$ cat config.mk
export PLATFORM = sky130hd
export DESIGN_NAME = pointer_motion_to_scroll_flat
export DESIGN_NICKNAME = d
export VERILOG_FILES = /design/src/pms_pkg.sv /design/src/pms_stream_if.sv /design/src/pointer_motion_to_scroll.sv /design/src/pms_ram.sv /design/src/pms_scroll_fifo.sv /design/src/flat_wrapper.sv
export SDC_FILE = /design/constraint.sdc
export NUM_CORES = 1
export LEC_CHECK = 0
export ABC_AREA = 1
export BUFFER_PORTS_ARGS = -buffer_cell sky130_fd_sc_hd__buf_2
export CAP_MARGIN = 40
export CORE_AREA = 2 2 39 41
export DETAILED_ROUTE_END_ITERATION = 10
export DIE_AREA = 0 0 41 43
export GPL_TIMING_DRIVEN = 0
export PLACE_DENSITY = 0.42
export SETUP_SLACK_MARGIN = 0.05
export SKIP_LAST_GASP = 1
export SLEW_MARGIN = 20
export SYNTH_ARGS = -nofsm -noshare
export SYNTH_HDL_FRONTEND = slang
export SYNTH_SLANG_ARGS = --single-unit
$ cat constraint.sdc
create_clock -name clk -period 1.4 [get_ports clk]
set_clock_uncertainty 0.1 [all_clocks]
set_input_delay 0.14 -clock clk [delete_from_list [all_inputs] [get_ports clk]]
set_output_delay 0.14 -clock clk [all_outputs]
set_load 0.02 [all_outputs]
$ cat src/pms_pkg.sv
// ============================================================================
// pms_pkg: shared types and constants for the pointer motion to scroll block
// Word formats, command codes, thresholds and small arithmetic helpers.
// ============================================================================
package pms_pkg;

    localparam int MOTION_W = 16;
    localparam int SCROLL_W = 24;
    localparam int TIME_W   = 32;
    localparam int SUM_W    = 32;
    localparam int MAG_W    = 15;
    localparam int CFG_IDX_W = 3;
    localparam int CFG_DATA_W = 1;

    // Input word kinds.
    localparam logic [1:0] KIND_BEGIN  = 2'd0;
    localparam logic [1:0] KIND_MOTION = 2'd1;
    localparam logic [1:0] KIND_END    = 2'd2;
    localparam logic [1:0] KIND_TICK   = 2'd3;

    // Output word kinds.
    localparam logic OUT_SCROLL = 1'b0;
    localparam logic OUT_CLICK  = 1'b1;

    // Configuration register indexes.
    localparam logic [CFG_IDX_W-1:0] REG_DISABLE_VERTICAL   = 3'd0;
    localparam logic [CFG_IDX_W-1:0] REG_DISABLE_HORIZONTAL = 3'd1;
    localparam logic [CFG_IDX_W-1:0] REG_ENABLE_FIXATION    = 3'd2;
    localparam logic [CFG_IDX_W-1:0] REG_REVERSE_VERTICAL   = 3'd3;
    localparam logic [CFG_IDX_W-1:0] REG_REVERSE_HORIZONTAL = 3'd4;
    localparam logic [CFG_IDX_W-1:0] REG_DISABLE_MOMENTUM   = 3'd5;

    localparam logic [SUM_W-1:0]  CLICK_TRAVEL_MAX = 32'd5;
    localparam logic [TIME_W-1:0] CLICK_TIME_MS    = 32'd300;
    localparam logic [TIME_W-1:0] MOTION_GAP_MS    = 32'd100;
    localparam logic [TIME_W-1:0] FIX_IDLE_MS      = 32'd300;
    localparam logic [TIME_W-1:0] FIX_EARLY_MS     = 32'd1000;

    typedef struct packed {
        logic [1:0]                 kind;
        logic signed [MOTION_W-1:0] dx;
        logic signed [MOTION_W-1:0] dy;
        logic [TIME_W-1:0]          now_ms;
    } in_word_t;

    typedef struct packed {
        logic                       out_kind;
        logic signed [SCROLL_W-1:0] scroll_vertical;
        logic signed [SCROLL_W-1:0] scroll_horizontal;
    } out_word_t;

    // One operation on the scroll queue per cycle.
    typedef struct packed {
        logic                       clear;
        logic                       push;
        logic                       pop;
        logic                       momentum;
        logic signed [SCROLL_W-1:0] push_vertical;
        logic signed [SCROLL_W-1:0] push_horizontal;
    } fifo_cmd_t;

    typedef struct packed {
        logic                       valid;
        logic signed [SCROLL_W-1:0] vertical;
        logic signed [SCROLL_W-1:0] horizontal;
    } fifo_resp_t;

    // Negation that maps the most negative value to the most positive one.
    function automatic logic signed [MOTION_W-1:0] neg_sat(input logic signed [MOTION_W-1:0] v);
        logic signed [MOTION_W-1:0] r;
        if (v == {1'b1, {(MOTION_W-1){1'b0}}})
            r = {1'b0, {(MOTION_W-1){1'b1}}};
        else
            r = -v;
        return r;
    endfunction

    // Magnitude of a value that never holds the most negative code.
    function automatic logic [MAG_W-1:0] mag(input logic signed [MOTION_W-1:0] v);
        logic signed [MOTION_W-1:0] a;
        a = v[MOTION_W-1] ? -v : v;
        return a[MAG_W-1:0];
    endfunction

    function automatic logic [SUM_W-1:0] add_sat(input logic [SUM_W-1:0] a,
                                                 input logic [SUM_W-1:0] b);
        logic [SUM_W:0] s;
        s = {1'b0, a} + {1'b0, b};
        return s[SUM_W] ? {SUM_W{1'b1}} : s[SUM_W-1:0];
    endfunction

    function automatic logic opposite(input logic signed [MOTION_W-1:0] a,
                                      input logic signed [MOTION_W-1:0] b);
        return (a < 0 && b > 0) || (a > 0 && b < 0);
    endfunction

    // Halving that truncates toward zero.
    function automatic logic signed [SCROLL_W-1:0] half(input logic signed [SCROLL_W-1:0] v);
        logic [SCROLL_W-1:0] t;
        t = v + SCROLL_W'(v[SCROLL_W-1]);
        return {t[SCROLL_W-1], t[SCROLL_W-1:1]};
    endfunction

endpackage

$ cat src/pms_stream_if.sv
// ============================================================================
// pms_stream_if: valid/ready channel
// Carries one word of the given payload type per handshake.
// ============================================================================
interface pms_stream_if #(
    parameter type payload_t = logic
);
    logic     valid;
    logic     ready;
    payload_t payload;

    modport source (output valid, output payload, input ready);
    modport sink   (input valid, input payload, output ready);
endinterface

$ cat src/pointer_motion_to_scroll.sv
// ============================================================================
// pointer_motion_to_scroll: relative pointer motion to scroll-wheel deltas
// Applies axis disables, axis and fixation locks, holds the dominant delta,
// queues scaled deltas and emits them on scroll ticks, with optional momentum.
// ============================================================================
//
//  channel   dir  handshake        contents
//  --------  ---  ---------------  ----------------------------------------
//  in_ch     in   valid/ready      kind, dx, dy, now_ms
//  out_ch    out  valid/ready      out_kind, scroll_vertical, scroll_horizontal
//  cfg       in   cfg_write_en     cfg_index selects a one-bit register
//
// One word is accepted per cycle while the input is not stalled. An accepted
// word is registered in the front stage, and any result word that it yields is
// then written to the output buffer, from which out_ch presents it.
// The pipeline is a stateless front stage (negation, disables, axis lock)
// and a state stage that updates the gesture registers and runs one queue
// operation on the delta RAM; the RAM head is read ahead so pops do not stall.
// An output buffer of two words decouples the sink; the input stalls only
// when both buffer words are occupied and the front stage holds a word.
// Reset clears all control state at once; queue RAM contents need no clearing
// because an entry is never read before it has been written.
// ============================================================================
module pointer_motion_to_scroll #(
    parameter int FIFO_DEPTH   = 16,
    parameter int SCROLL_SCALE = 128
) (
    input  logic                                clk,
    input  logic                                rst_n,
    pms_stream_if.sink                          in_ch,
    pms_stream_if.source                        out_ch,
    input  logic                                cfg_write_en,
    input  logic [pms_pkg::CFG_IDX_W-1:0]       cfg_index,
    input  logic [pms_pkg::CFG_DATA_W-1:0]      cfg_data
);
    localparam int MW = pms_pkg::MOTION_W;
    localparam int SW = pms_pkg::SCROLL_W;
    localparam int TW = pms_pkg::TIME_W;
    localparam int UW = pms_pkg::SUM_W;
    localparam int AW = pms_pkg::MAG_W;

    // ------------------------------------------------------------------
    // Configuration registers.
    // ------------------------------------------------------------------
    logic dis_v_reg, dis_h_reg, en_fix_reg, rev_v_reg, rev_h_reg, dis_mom_reg;

    always_ff @(posedge clk or negedge rst_n)
    begin
        if (!rst_n)
        begin
            dis_v_reg   <= 1'b0;
            dis_h_reg   <= 1'b0;
            en_fix_reg  <= 1'b0;
            rev_v_reg   <= 1'b0;
            rev_h_reg   <= 1'b0;
            dis_mom_reg <= 1'b0;
        end
        else if (cfg_write_en)
        begin
            case (cfg_index)
                pms_pkg::REG_DISABLE_VERTICAL:   dis_v_reg   <= cfg_data[0];
                pms_pkg::REG_DISABLE_HORIZONTAL: dis_h_reg   <= cfg_data[0];
                pms_pkg::REG_ENABLE_FIXATION:    en_fix_reg  <= cfg_data[0];
                pms_pkg::REG_REVERSE_VERTICAL:   rev_v_reg   <= cfg_data[0];
                pms_pkg::REG_REVERSE_HORIZONTAL: rev_h_reg   <= cfg_data[0];
                pms_pkg::REG_DISABLE_MOMENTUM:   dis_mom_reg <= cfg_data[0];
                default: ;
            endcase
        end
    end

    // ------------------------------------------------------------------
    // Front stage: per-word motion shaping, no gesture state involved.
    // ------------------------------------------------------------------
    pms_pkg::in_word_t in_word;
    logic              in_fire, b_fire;

    logic                 a_valid_reg, a_valid_next;
    logic [1:0]           a_kind_reg;
    logic [TW-1:0]        a_now_reg;
    logic signed [MW-1:0] a_dv_reg, a_dh_reg;
    logic [AW-1:0]        a_av_reg, a_ah_reg;

    logic signed [MW-1:0] f_dv, f_dh, f_dv_lock, f_dh_lock;
    logic [AW-1:0]        f_av, f_ah;

    assign in_word     = in_ch.payload;
    assign in_ch.ready = !a_valid_reg || b_fire;
    assign in_fire     = in_ch.valid && in_ch.ready;

    always_comb
    begin
        // Pointer motion to the right scrolls left, hence the negation.
        f_dv = dis_v_reg ? '0 : pms_pkg::neg_sat(in_word.dy);
        f_dh = dis_h_reg ? '0 : pms_pkg::neg_sat(in_word.dx);
        f_av = pms_pkg::mag(f_dv);
        f_ah = pms_pkg::mag(f_dh);
        // Axis lock: the weaker axis is dropped when the other one is more
        // than twice as large.
        f_dh_lock = ({1'b0, f_av} > {f_ah, 1'b0}) ? '0 : f_dh;
        f_dv_lock = ({1'b0, f_ah} > {f_av, 1'b0}) ? '0 : f_dv;
        a_valid_next = in_fire ? 1'b1 : (b_fire ? 1'b0 : a_valid_reg);
    end

    always_ff @(posedge clk or negedge rst_n)
    begin
        if (!rst_n)
        begin
            a_valid_reg <= 1'b0;
        end
        else
        begin
            a_valid_reg <= a_valid_next;
        end
    end

    always_ff @(posedge clk)
    begin
        if (in_fire)
        begin
            a_kind_reg <= in_word.kind;
            a_now_reg  <= in_word.now_ms;
            a_dv_reg   <= f_dv_lock;
            a_dh_reg   <= f_dh_lock;
            a_av_reg   <= f_av;
            a_ah_reg   <= f_ah;
        end
    end

    // ------------------------------------------------------------------
    // State stage: gesture registers, fixation lock, held delta, queue.
    // ------------------------------------------------------------------
    logic [UW-1:0]        travel_reg, travel_next;
    logic [TW-1:0]        gstart_reg, gstart_next;
    logic [TW-1:0]        last_reg, last_next;
    logic signed [MW-1:0] held_v_reg, held_v_next, held_h_reg, held_h_next;
    logic [TW-1:0]        fix_last_reg, fix_last_next, fix_start_reg, fix_start_next;
    logic [UW-1:0]        fix_v_sum_reg, fix_v_sum_next, fix_h_sum_reg, fix_h_sum_next;

    logic                 is_begin, is_motion, gap, fix_restart, early, flip, grow;
    logic                 lock_h, lock_v;
    logic signed [MW-1:0] held_v_base, held_h_base, dv2, dh2;
    logic [UW-1:0]        travel_base, fvs_base, fhs_base;
    logic [TW-1:0]        fs_base;
    logic [AW:0]          held_mag_sum;
    logic [31:0]          scaled_v, scaled_h;

    pms_pkg::fifo_cmd_t   fifo_cmd;
    pms_pkg::fifo_resp_t  fifo_resp;

    logic                 b_result;
    pms_pkg::out_word_t   b_word;
    logic [1:0]           obuf_count_reg, obuf_count_next;

    assign b_fire = a_valid_reg && (obuf_count_reg != 2'd2);

    always_comb
    begin
        is_begin  = (a_kind_reg == pms_pkg::KIND_BEGIN);
        is_motion = is_begin || (a_kind_reg == pms_pkg::KIND_MOTION);

        // A gesture begin restarts the gesture, so it never sees a gap.
        gap         = !is_begin && ((a_now_reg - last_reg) > pms_pkg::MOTION_GAP_MS);
        held_v_base = (is_begin || gap) ? '0 : held_v_reg;
        held_h_base = (is_begin || gap) ? '0 : held_h_reg;
        travel_base = is_begin ? '0 : travel_reg;

        // Fixation: motion summed early in the gesture pins it to one axis.
        fix_restart = (a_now_reg - fix_last_reg) > pms_pkg::FIX_IDLE_MS;
        fs_base     = fix_restart ? a_now_reg : fix_start_reg;
        fvs_base    = fix_restart ? '0 : fix_v_sum_reg;
        fhs_base    = fix_restart ? '0 : fix_h_sum_reg;
        lock_h      = en_fix_reg && ({1'b0, fvs_base} > {fhs_base, 1'b0});
        lock_v      = en_fix_reg && ({1'b0, fhs_base} > {fvs_base, 1'b0});
        dh2         = lock_h ? '0 : a_dh_reg;
        dv2         = lock_v ? '0 : a_dv_reg;
        early       = (a_now_reg - fs_base) < pms_pkg::FIX_EARLY_MS;

        // A sign flip on either axis restarts the held delta and the queue;
        // otherwise the held delta only grows.
        flip = pms_pkg::opposite(dv2, held_v_base) || pms_pkg::opposite(dh2, held_h_base);
        grow = (pms_pkg::mag(dv2) > pms_pkg::mag(held_v_base)) ||
               (pms_pkg::mag(dh2) > pms_pkg::mag(held_h_base));

        travel_next    = travel_reg;
        gstart_next    = gstart_reg;
        last_next      = last_reg;
        held_v_next    = held_v_reg;
        held_h_next    = held_h_reg;
        fix_last_next  = fix_last_reg;
        fix_start_next = fix_start_reg;
        fix_v_sum_next = fix_v_sum_reg;
        fix_h_sum_next = fix_h_sum_reg;

        if (flip || grow)
        begin
            held_v_next = dv2;
            held_h_next = dh2;
        end
        else
        begin
            held_v_next = held_v_base;
            held_h_next = held_h_base;
        end
        held_mag_sum = {1'b0, pms_pkg::mag(held_v_next)} + {1'b0, pms_pkg::mag(held_h_next)};
        scaled_v     = 32'(held_v_next) * 32'(SCROLL_SCALE);
        scaled_h     = 32'(held_h_next) * 32'(SCROLL_SCALE);

        fifo_cmd.clear           = 1'b0;
        fifo_cmd.push            = 1'b0;
        fifo_cmd.pop             = 1'b0;
        fifo_cmd.momentum        = !dis_mom_reg;
        fifo_cmd.push_vertical   = scaled_v[SW-1:0];
        fifo_cmd.push_horizontal = scaled_h[SW-1:0];

        b_result               = 1'b0;
        b_word.out_kind        = pms_pkg::OUT_SCROLL;
        b_word.scroll_vertical   = rev_v_reg ? -fifo_resp.vertical : fifo_resp.vertical;
        b_word.scroll_horizontal = rev_h_reg ? -fifo_resp.horizontal : fifo_resp.horizontal;

        if (b_fire)
        begin
            if (is_motion)
            begin
                last_next   = a_now_reg;
                travel_next = pms_pkg::add_sat(travel_base, UW'(held_mag_sum));
                if (is_begin)
                begin
                    gstart_next = a_now_reg;
                end
                if (!flip && !grow)
                begin
                    held_v_next = held_v_base;
                    held_h_next = held_h_base;
                end
                if (en_fix_reg)
                begin
                    fix_last_next  = a_now_reg;
                    fix_start_next = fs_base;
                    fix_v_sum_next = (early && dh2 == '0) ?
                                     pms_pkg::add_sat(fvs_base, UW'(a_av_reg)) : fvs_base;
                    fix_h_sum_next = (early && dv2 == '0) ?
                                     pms_pkg::add_sat(fhs_base, UW'(a_ah_reg)) : fhs_base;
                end
                fifo_cmd.clear = gap || flip;
                fifo_cmd.push  = 1'b1;
            end
            else if (a_kind_reg == pms_pkg::KIND_END)
            begin
                fifo_cmd.clear = 1'b1;
                // A short, nearly still gesture counts as a click.
                if (travel_reg <= pms_pkg::CLICK_TRAVEL_MAX &&
                    (a_now_reg - gstart_reg) < pms_pkg::CLICK_TIME_MS)
                begin
                    b_result                 = 1'b1;
                    b_word.out_kind          = pms_pkg::OUT_CLICK;
                    b_word.scroll_vertical   = '0;
                    b_word.scroll_horizontal = '0;
                end
            end
            else
            begin
                fifo_cmd.pop = 1'b1;
                b_result     = fifo_resp.valid;
            end
        end
        else
        begin
            held_v_next = held_v_reg;
            held_h_next = held_h_reg;
        end

        if (b_fire && !is_motion)
        begin
            held_v_next = held_v_reg;
            held_h_next = held_h_reg;
        end
    end

    always_ff @(posedge clk or negedge rst_n)
    begin
        if (!rst_n)
        begin
            travel_reg    <= '0;
            gstart_reg    <= '0;
            last_reg      <= '0;
            held_v_reg    <= '0;
            held_h_reg    <= '0;
            fix_last_reg  <= '0;
            fix_start_reg <= '0;
            fix_v_sum_reg <= '0;
            fix_h_sum_reg <= '0;
        end
        else
        begin
            travel_reg    <= travel_next;
            gstart_reg    <= gstart_next;
            last_reg      <= last_next;
            held_v_reg    <= held_v_next;
            held_h_reg    <= held_h_next;
            fix_last_reg  <= fix_last_next;
            fix_start_reg <= fix_start_next;
            fix_v_sum_reg <= fix_v_sum_next;
            fix_h_sum_reg <= fix_h_sum_next;
        end
    end

    pms_scroll_fifo #(
        .DEPTH (FIFO_DEPTH)
    ) u_fifo (
        .clk   (clk),
        .rst_n (rst_n),
        .cmd   (fifo_cmd),
        .resp  (fifo_resp)
    );

    // ------------------------------------------------------------------
    // Two-word output buffer.
    // ------------------------------------------------------------------
    pms_pkg::out_word_t obuf_reg [2];
    logic               obuf_wr_reg, obuf_rd_reg;
    logic               out_fire;

    assign out_ch.valid   = (obuf_count_reg != 2'd0);
    assign out_ch.payload = obuf_reg[obuf_rd_reg];
    assign out_fire       = out_ch.valid && out_ch.ready;

    always_comb
    begin
        obuf_count_next = obuf_count_reg + 2'(b_result) - 2'(out_fire);
    end

    always_ff @(posedge clk or negedge rst_n)
    begin
        if (!rst_n)
        begin
            obuf_count_reg <= 2'd0;
            obuf_wr_reg    <= 1'b0;
            obuf_rd_reg    <= 1'b0;
        end
        else
        begin
            obuf_count_reg <= obuf_count_next;
            if (b_result)
            begin
                obuf_wr_reg <= !obuf_wr_reg;
            end
            if (out_fire)
            begin
                obuf_rd_reg <= !obuf_rd_reg;
            end
        end
    end

    always_ff @(posedge clk)
    begin
        if (b_result)
        begin
            obuf_reg[obuf_wr_reg] <= b_word;
        end
    end

    a_obuf_bound: assert property (@(posedge clk) disable iff (!rst_n)
        obuf_count_reg <= 2'd2)
        else $error("output buffer holds more than two words");

    a_front_load: assert property (@(posedge clk) disable iff (!rst_n)
        in_fire |=> a_valid_reg)
        else $error("accepted word did not reach the front stage");

    a_result_shown: assert property (@(posedge clk) disable iff (!rst_n)
        b_result |=> out_ch.valid)
        else $error("result word not presented on the output");
endmodule

$ cat src/pms_ram.sv
// ============================================================================
// pms_ram: simple dual-port RAM
// One write port and one read port with registered read data.
// ============================================================================
module pms_ram #(
    parameter int WIDTH = 48,
    parameter int DEPTH = 16
) (
    input  logic                     clk,
    input  logic                     we,
    input  logic [$clog2(DEPTH)-1:0] wr_addr,
    input  logic [WIDTH-1:0]         wr_data,
    input  logic [$clog2(DEPTH)-1:0] rd_addr,
    output logic [WIDTH-1:0]         rd_data
);
    logic [WIDTH-1:0] mem [DEPTH];

    always_ff @(posedge clk)
    begin
        if (we)
        begin
            mem[wr_addr] <= wr_data;
        end
        rd_data <= mem[rd_addr];
    end
endmodule

$ cat src/pms_scroll_fifo.sv
// ============================================================================
// pms_scroll_fifo: queue of pending scroll deltas
// Circular queue in a RAM; the head entry is read ahead every cycle so that a
// pop sees its data at once, with a bypass for an entry written the cycle before.
// ============================================================================
module pms_scroll_fifo #(
    parameter int DEPTH = 16
) (
    input  logic                  clk,
    input  logic                  rst_n,
    input  pms_pkg::fifo_cmd_t    cmd,
    output pms_pkg::fifo_resp_t   resp
);
    localparam int PTR_W = $clog2(DEPTH);
    localparam int CNT_W = $clog2(DEPTH + 1);
    localparam int W     = pms_pkg::SCROLL_W;
    localparam int ENT_W = 2 * W;

    logic [PTR_W-1:0] head_reg, head_next;
    logic [CNT_W-1:0] count_reg, count_next;
    logic             fwd_valid_reg, fwd_valid_next;
    logic [ENT_W-1:0] fwd_data_reg;

    logic [ENT_W-1:0]   rd_data, head_data, wr_data;
    logic signed [W-1:0] hd_v, hd_h;
    logic [PTR_W-1:0]   head_c, head_inc, slot;
    logic [CNT_W-1:0]   count_c;
    logic [CNT_W:0]     slot_sum;
    logic               we;

    pms_ram #(
        .WIDTH (ENT_W),
        .DEPTH (DEPTH)
    ) u_ram (
        .clk     (clk),
        .we      (we),
        .wr_addr (slot),
        .wr_data (wr_data),
        .rd_addr (head_next),
        .rd_data (rd_data)
    );

    always_comb
    begin
        head_data = fwd_valid_reg ? fwd_data_reg : rd_data;
        hd_v      = head_data[ENT_W-1:W];
        hd_h      = head_data[W-1:0];

        head_c   = cmd.clear ? '0 : head_reg;
        count_c  = cmd.clear ? '0 : count_reg;
        slot_sum = (CNT_W+1)'(head_c) + (CNT_W+1)'(count_c);
        if (slot_sum >= (CNT_W+1)'(DEPTH))
            slot = PTR_W'(slot_sum - (CNT_W+1)'(DEPTH));
        else
            slot = PTR_W'(slot_sum);
        head_inc = (head_reg == PTR_W'(DEPTH - 1)) ? '0 : head_reg + 1'b1;

        head_next  = head_c;
        count_next = count_c;
        we         = 1'b0;
        wr_data    = {cmd.push_vertical, cmd.push_horizontal};
        resp.valid      = 1'b0;
        resp.vertical   = hd_v;
        resp.horizontal = hd_h;

        if (cmd.push)
        begin
            if (count_c < CNT_W'(DEPTH))
            begin
                we         = 1'b1;
                count_next = count_c + 1'b1;
            end
        end
        else if (cmd.pop && count_reg != '0)
        begin
            resp.valid = 1'b1;
            head_next  = head_inc;
            // The popped slot frees one place, so the momentum entry always fits.
            if (cmd.momentum && (hd_v != '0 || hd_h != '0))
            begin
                we         = 1'b1;
                wr_data    = {pms_pkg::half(hd_v), pms_pkg::half(hd_h)};
                count_next = count_reg;
            end
            else
            begin
                count_next = count_reg - 1'b1;
            end
        end

        fwd_valid_next = we && (slot == head_next);
    end

    always_ff @(posedge clk or negedge rst_n)
    begin
        if (!rst_n)
        begin
            head_reg      <= '0;
            count_reg     <= '0;
            fwd_valid_reg <= 1'b0;
        end
        else
        begin
            head_reg      <= head_next;
            count_reg     <= count_next;
            fwd_valid_reg <= fwd_valid_next;
        end
    end

    always_ff @(posedge clk)
    begin
        fwd_data_reg <= wr_data;
    end

    a_count_bound: assert property (@(posedge clk) disable iff (!rst_n)
        count_reg <= CNT_W'(DEPTH))
        else $error("scroll queue count exceeds its depth");

    a_clear_only: assert property (@(posedge clk) disable iff (!rst_n)
        cmd.clear && !cmd.push |=> count_reg == '0)
        else $error("scroll queue not empty after a clear");

    a_clear_push: assert property (@(posedge clk) disable iff (!rst_n)
        cmd.clear && cmd.push |=> count_reg == CNT_W'(1))
        else $error("scroll queue should hold one entry after clear and push");

    a_plain_pop: assert property (@(posedge clk) disable iff (!rst_n)
        cmd.pop && count_reg != '0 && !we |=> count_reg == $past(count_reg) - 1'b1)
        else $error("scroll queue pop did not reduce the count");
endmodule
$ cat src/flat_wrapper.sv
// flat-port wrapper written by rule: the top's interface ports become plain ports
module pointer_motion_to_scroll_flat 
#(
    parameter int FIFO_DEPTH   = 16,
    parameter int SCROLL_SCALE = 128
)
  (clk, rst_n, cfg_write_en, cfg_index, cfg_data, in_ch_valid, in_ch_payload, in_ch_ready, out_ch_valid, out_ch_payload, out_ch_ready);
  pms_stream_if in_ch_i ();
  pms_stream_if out_ch_i ();
  input  logic clk;
  input  logic rst_n;
  input  logic cfg_write_en;
  input  logic [pms_pkg::CFG_IDX_W-1:0] cfg_index;
  input  logic [pms_pkg::CFG_DATA_W-1:0] cfg_data;
  input wire logic [$bits(in_ch_i.valid)-1:0] in_ch_valid;
  input wire logic [$bits(in_ch_i.payload)-1:0] in_ch_payload;
  output wire logic [$bits(in_ch_i.ready)-1:0] in_ch_ready;
  output wire logic [$bits(out_ch_i.valid)-1:0] out_ch_valid;
  output wire logic [$bits(out_ch_i.payload)-1:0] out_ch_payload;
  input wire logic [$bits(out_ch_i.ready)-1:0] out_ch_ready;
  assign in_ch_i.valid = in_ch_valid;
  assign in_ch_i.payload = in_ch_payload;
  assign in_ch_ready = in_ch_i.ready;
  assign out_ch_valid = out_ch_i.valid;
  assign out_ch_payload = out_ch_i.payload;
  assign out_ch_i.ready = out_ch_ready;
  pointer_motion_to_scroll #(.FIFO_DEPTH(FIFO_DEPTH), .SCROLL_SCALE(SCROLL_SCALE)) u_core (.clk(clk), .rst_n(rst_n), .in_ch(in_ch_i), .out_ch(out_ch_i), .cfg_write_en(cfg_write_en), .cfg_index(cfg_index), .cfg_data(cfg_data));
endmodule
==> impl_metrics.ini <==
[status]
result_of_the_run = completed

[placed_design]
port_buffers = 5
globalplace.congestion = 0.599
hpwlAfterDp_um = 218
placed_cells_incl_taps = 39

[worst_setup_path]
crit_slowest_cell = sky130_fd_sc_hd__dfrtp_1
r2r-end = u_core.obuf_count_reg[1]
worstPathArrival_ns = 0.91
r2r.worst_path.cells = 4
critical_path_class = flop to primary output
ff2ff_setup_slack_ns = 0.28
buffers_plus_inverters_on_the_worst_setup_path = 2
regToRegStartpoint = u_core.obuf_count_reg[1]
worst_setup_path_end_kind = primary output
critical_path_peak_fanout = 3
worstPathCellList = inv_2 > nand3_2 > buf_2
cp.required_ns = 1.16
max_stage_delay_ns = 0.38
startpoint_type = flop
critical_path.top_delay_family = flip-flops

[grt]
track_usage_pct = 4.73
first_global_vias = 131
globalRouteOverflowTotal = 0
antenna_found_initial = 0
grt_start_max_net_pins = 5
grt_first_pass_wirelength_um = 469

[logic_synthesis]
synth.avg_cell_area_um2 = 8.55
synth.area.mux_share_pct = 0
synth_cells = 18
mappedNetlistNets = 29
combinational_family_with_the_most_area_after_synthesis = simple AND/OR/NAND/NOR gates
ys_warns = 0
synth_largest_type_area_fraction_pct = 48.8
netlist-cell-type-count = 9
yosys.area_share.xor_xnor_pct = 0
synth_seq_area_share_pct = 48.8
synth-adder-area-share_pct = 8.13
synth-compound-area-share_pct = 4.88
yosys-top-cells-area = sky130_fd_sc_hd__dfrtp_1, sky130_fd_sc_hd__nand2_1, sky130_fd_sc_hd__inv_1, sky130_fd_sc_hd__ha_1, sky130_fd_sc_hd__nand3_2
postSynthRegisterBits = 3
synthSimpleGateAreaFrac_pct = 18.7
cell_accounting_for_the_most_synthesized_area = sky130_fd_sc_hd__dfrtp_1
mappedNetlistArea_um2 = 154

[pwr]
worst_ir_drop_vdd_uv = 357
total_power_uw = 468
pwr_density_cell_nw_per_um2 = 1910
cellLeakagePower_nw = 0.133

[sta]
totalNegativeSetupSlack_ns = 0
report.final.slew_viol_count = 0
final-setup-viol-count = 0
maxClockFrequency_ghz = 0.868
final.period_utilization_pct = 82.3
final_hold_viol_count = 0
fin_crit_ns = 1.15
grt_setup_unrepaired = no

[cts]
numCtsBuffers = 3
clk_transition_reported_paths_ns = 0.03
cts.repair_timing.setup_buffer_count = 0
cts.path.max_buffers = 2
clkSinkCount = 3
htree_num_levels = 1
tritoncts = built
root_buffer = sky130_fd_sc_hd__clkbuf_4
clock_insertion_delay_worst_skew_ns = 0.23
cts_resized = 0

[floorplanning]
die_h_um = 43
coreArea_um2 = 1380
starting_density_pct = 11.1
floorplan.rows = 14
dieWidth_um = 41
count_of_pins_on_the_block_boundary = 13
die_area_um2 = 1760

[run]
maxCapViolations = 0

[final_layout]
nFillCells = 165
finish.cell_count_without_fillers = 45
largest_register_ff_count = 2
finalNetCount = 41
insertedDiodeCount = 0
drive_gt1_share_pct = 37.9
flow.area_growth_from_synthesis_pct = 59.3

[route]
ant_nets = 0
met2WireLength_um = 182
wirelength_met1_um = 84
drt_pass1_iterations = 3
routed_wire_length_per_instance_um = 6.49
vias = 134
drc_errors = 0
dr.max_layer_used = met3
via_cell_ratio = 2.98
detailedRoute.firstIterationViolations = 1
dr_wl_met3_um = 24
drt_wl_total_um = 292

[hold_path]
hold_class = input pin to asynchronous set/reset pin
## final cells by class
cell class,instances,area [um^2],share of cell area (%)
multi-input cells,9,52.6,21.4
inverters,5,18.8,7.65
plain buffers,1,7.51,3.06
well taps,16,20.0,8.16
flip-flops and latches,3,75.1,30.6
repair buffers,7,45.0,18.4
clock buffers,4,26.3,10.7
## power by group
part,switching [mW],total [mW],internal [mW]
registers,0.0280,0.151,0.123
clock network,0.0407,0.147,0.107
logic,0.103,0.170,0.0665
## synth_stat cells
| master | n |
|---|---|
| sky130_fd_sc_hd__buf_4 | 1 |
| sky130_fd_sc_hd__conb_1 | 1 |
| sky130_fd_sc_hd__o21a_1 | 1 |
| sky130_fd_sc_hd__inv_1 | 4 |
| sky130_fd_sc_hd__dfrtp_1 | 3 |
| sky130_fd_sc_hd__inv_2 | 1 |
| sky130_fd_sc_hd__nand3_2 | 1 |
| sky130_fd_sc_hd__ha_1 | 1 |
| sky130_fd_sc_hd__nand2_1 | 5 |
## timing repair
action / in CTS / in global routing
hold buffers: 2 / 0
setup endpoints to repair: 0 / 0
endpoints found under the hold margin: 4 / 0
## logic make-up after synthesis
kind of cell             count (synthesis)
other                                    1
flip-flops                               3
AND/OR/NAND/NOR                          6
buffers and inverters                    6
AO/OA/AOI/OAI                            1
adder cells (fa/ha/maj)                  1
## through the flow
stage	setup slack (ns)	cell area, um^2	hold slack, ns	util (%)
detailed placement	0.276	199	-0.160	14.4
global route	0.190	245	0.130	17.7
global placement	0.285	199	-0.162	14.4
floorplan	0.328	154	-0.256	-
CTS	0.229	245	0.124	17.7
finish	0.248	245	0.132	17.7
## metal layers
layer,up-vias,global-route usage [%]
met5,-,0
met4,0,8.00
met3,0,1.57
met2,2,6.56
met1,61,3.56
li1,71,-
## worst max path at each step
stage | slack, ns | start | end | cells past startpoint
floorplan | 0.33 | u_core.obuf_count_reg[1] | u_core.obuf_count_reg[0] | 3
global placement | 0.29 | u_core.obuf_count_reg[1] | u_core.obuf_count_reg[1] | 4
detailed placement | 0.28 | u_core.obuf_count_reg[1] | u_core.obuf_count_reg[1] | 4
CTS | 0.23 | u_core.obuf_count_reg[0] | in_ch_ready | 3
global route | 0.19 | u_core.obuf_count_reg[0] | in_ch_ready | 3
finish | 0.25 | u_core.obuf_count_reg[0] | in_ch_ready | 3
## worst register-to-register path: cells and delay by family, from the launching register on
kind | cells | cell delay (ns)
flip-flops | 1 | 0.40
AO/OA/AOI/OAI | 1 | 0.20
adder cells (fa/ha/maj) | 1 | 0.19
AND/OR/NAND/NOR | 2 | 0.12
## cells in the final DEF (no fill, tap or decap)
cell / synthesis / layout
sky130_fd_sc_hd__buf_2: 0 / 5
sky130_fd_sc_hd__buf_4: 1 / 1
sky130_fd_sc_hd__ha_1: 1 / 1
sky130_fd_sc_hd__inv_2: 1 / 1
sky130_fd_sc_hd__inv_1: 4 / 4
sky130_fd_sc_hd__clkbuf_4: 0 / 3
sky130_fd_sc_hd__dlygate4sd3_1: 0 / 2
sky130_fd_sc_hd__conb_1: 1 / 1
sky130_fd_sc_hd__nand2_1: 5 / 5
sky130_fd_sc_hd__o21a_1: 1 / 1
sky130_fd_sc_hd__dfrtp_1: 3 / 3
sky130_fd_sc_hd__clkbuf_1: 0 / 1
sky130_fd_sc_hd__nand3_2: 1 / 1
Power figures use the tool's default switching activity.
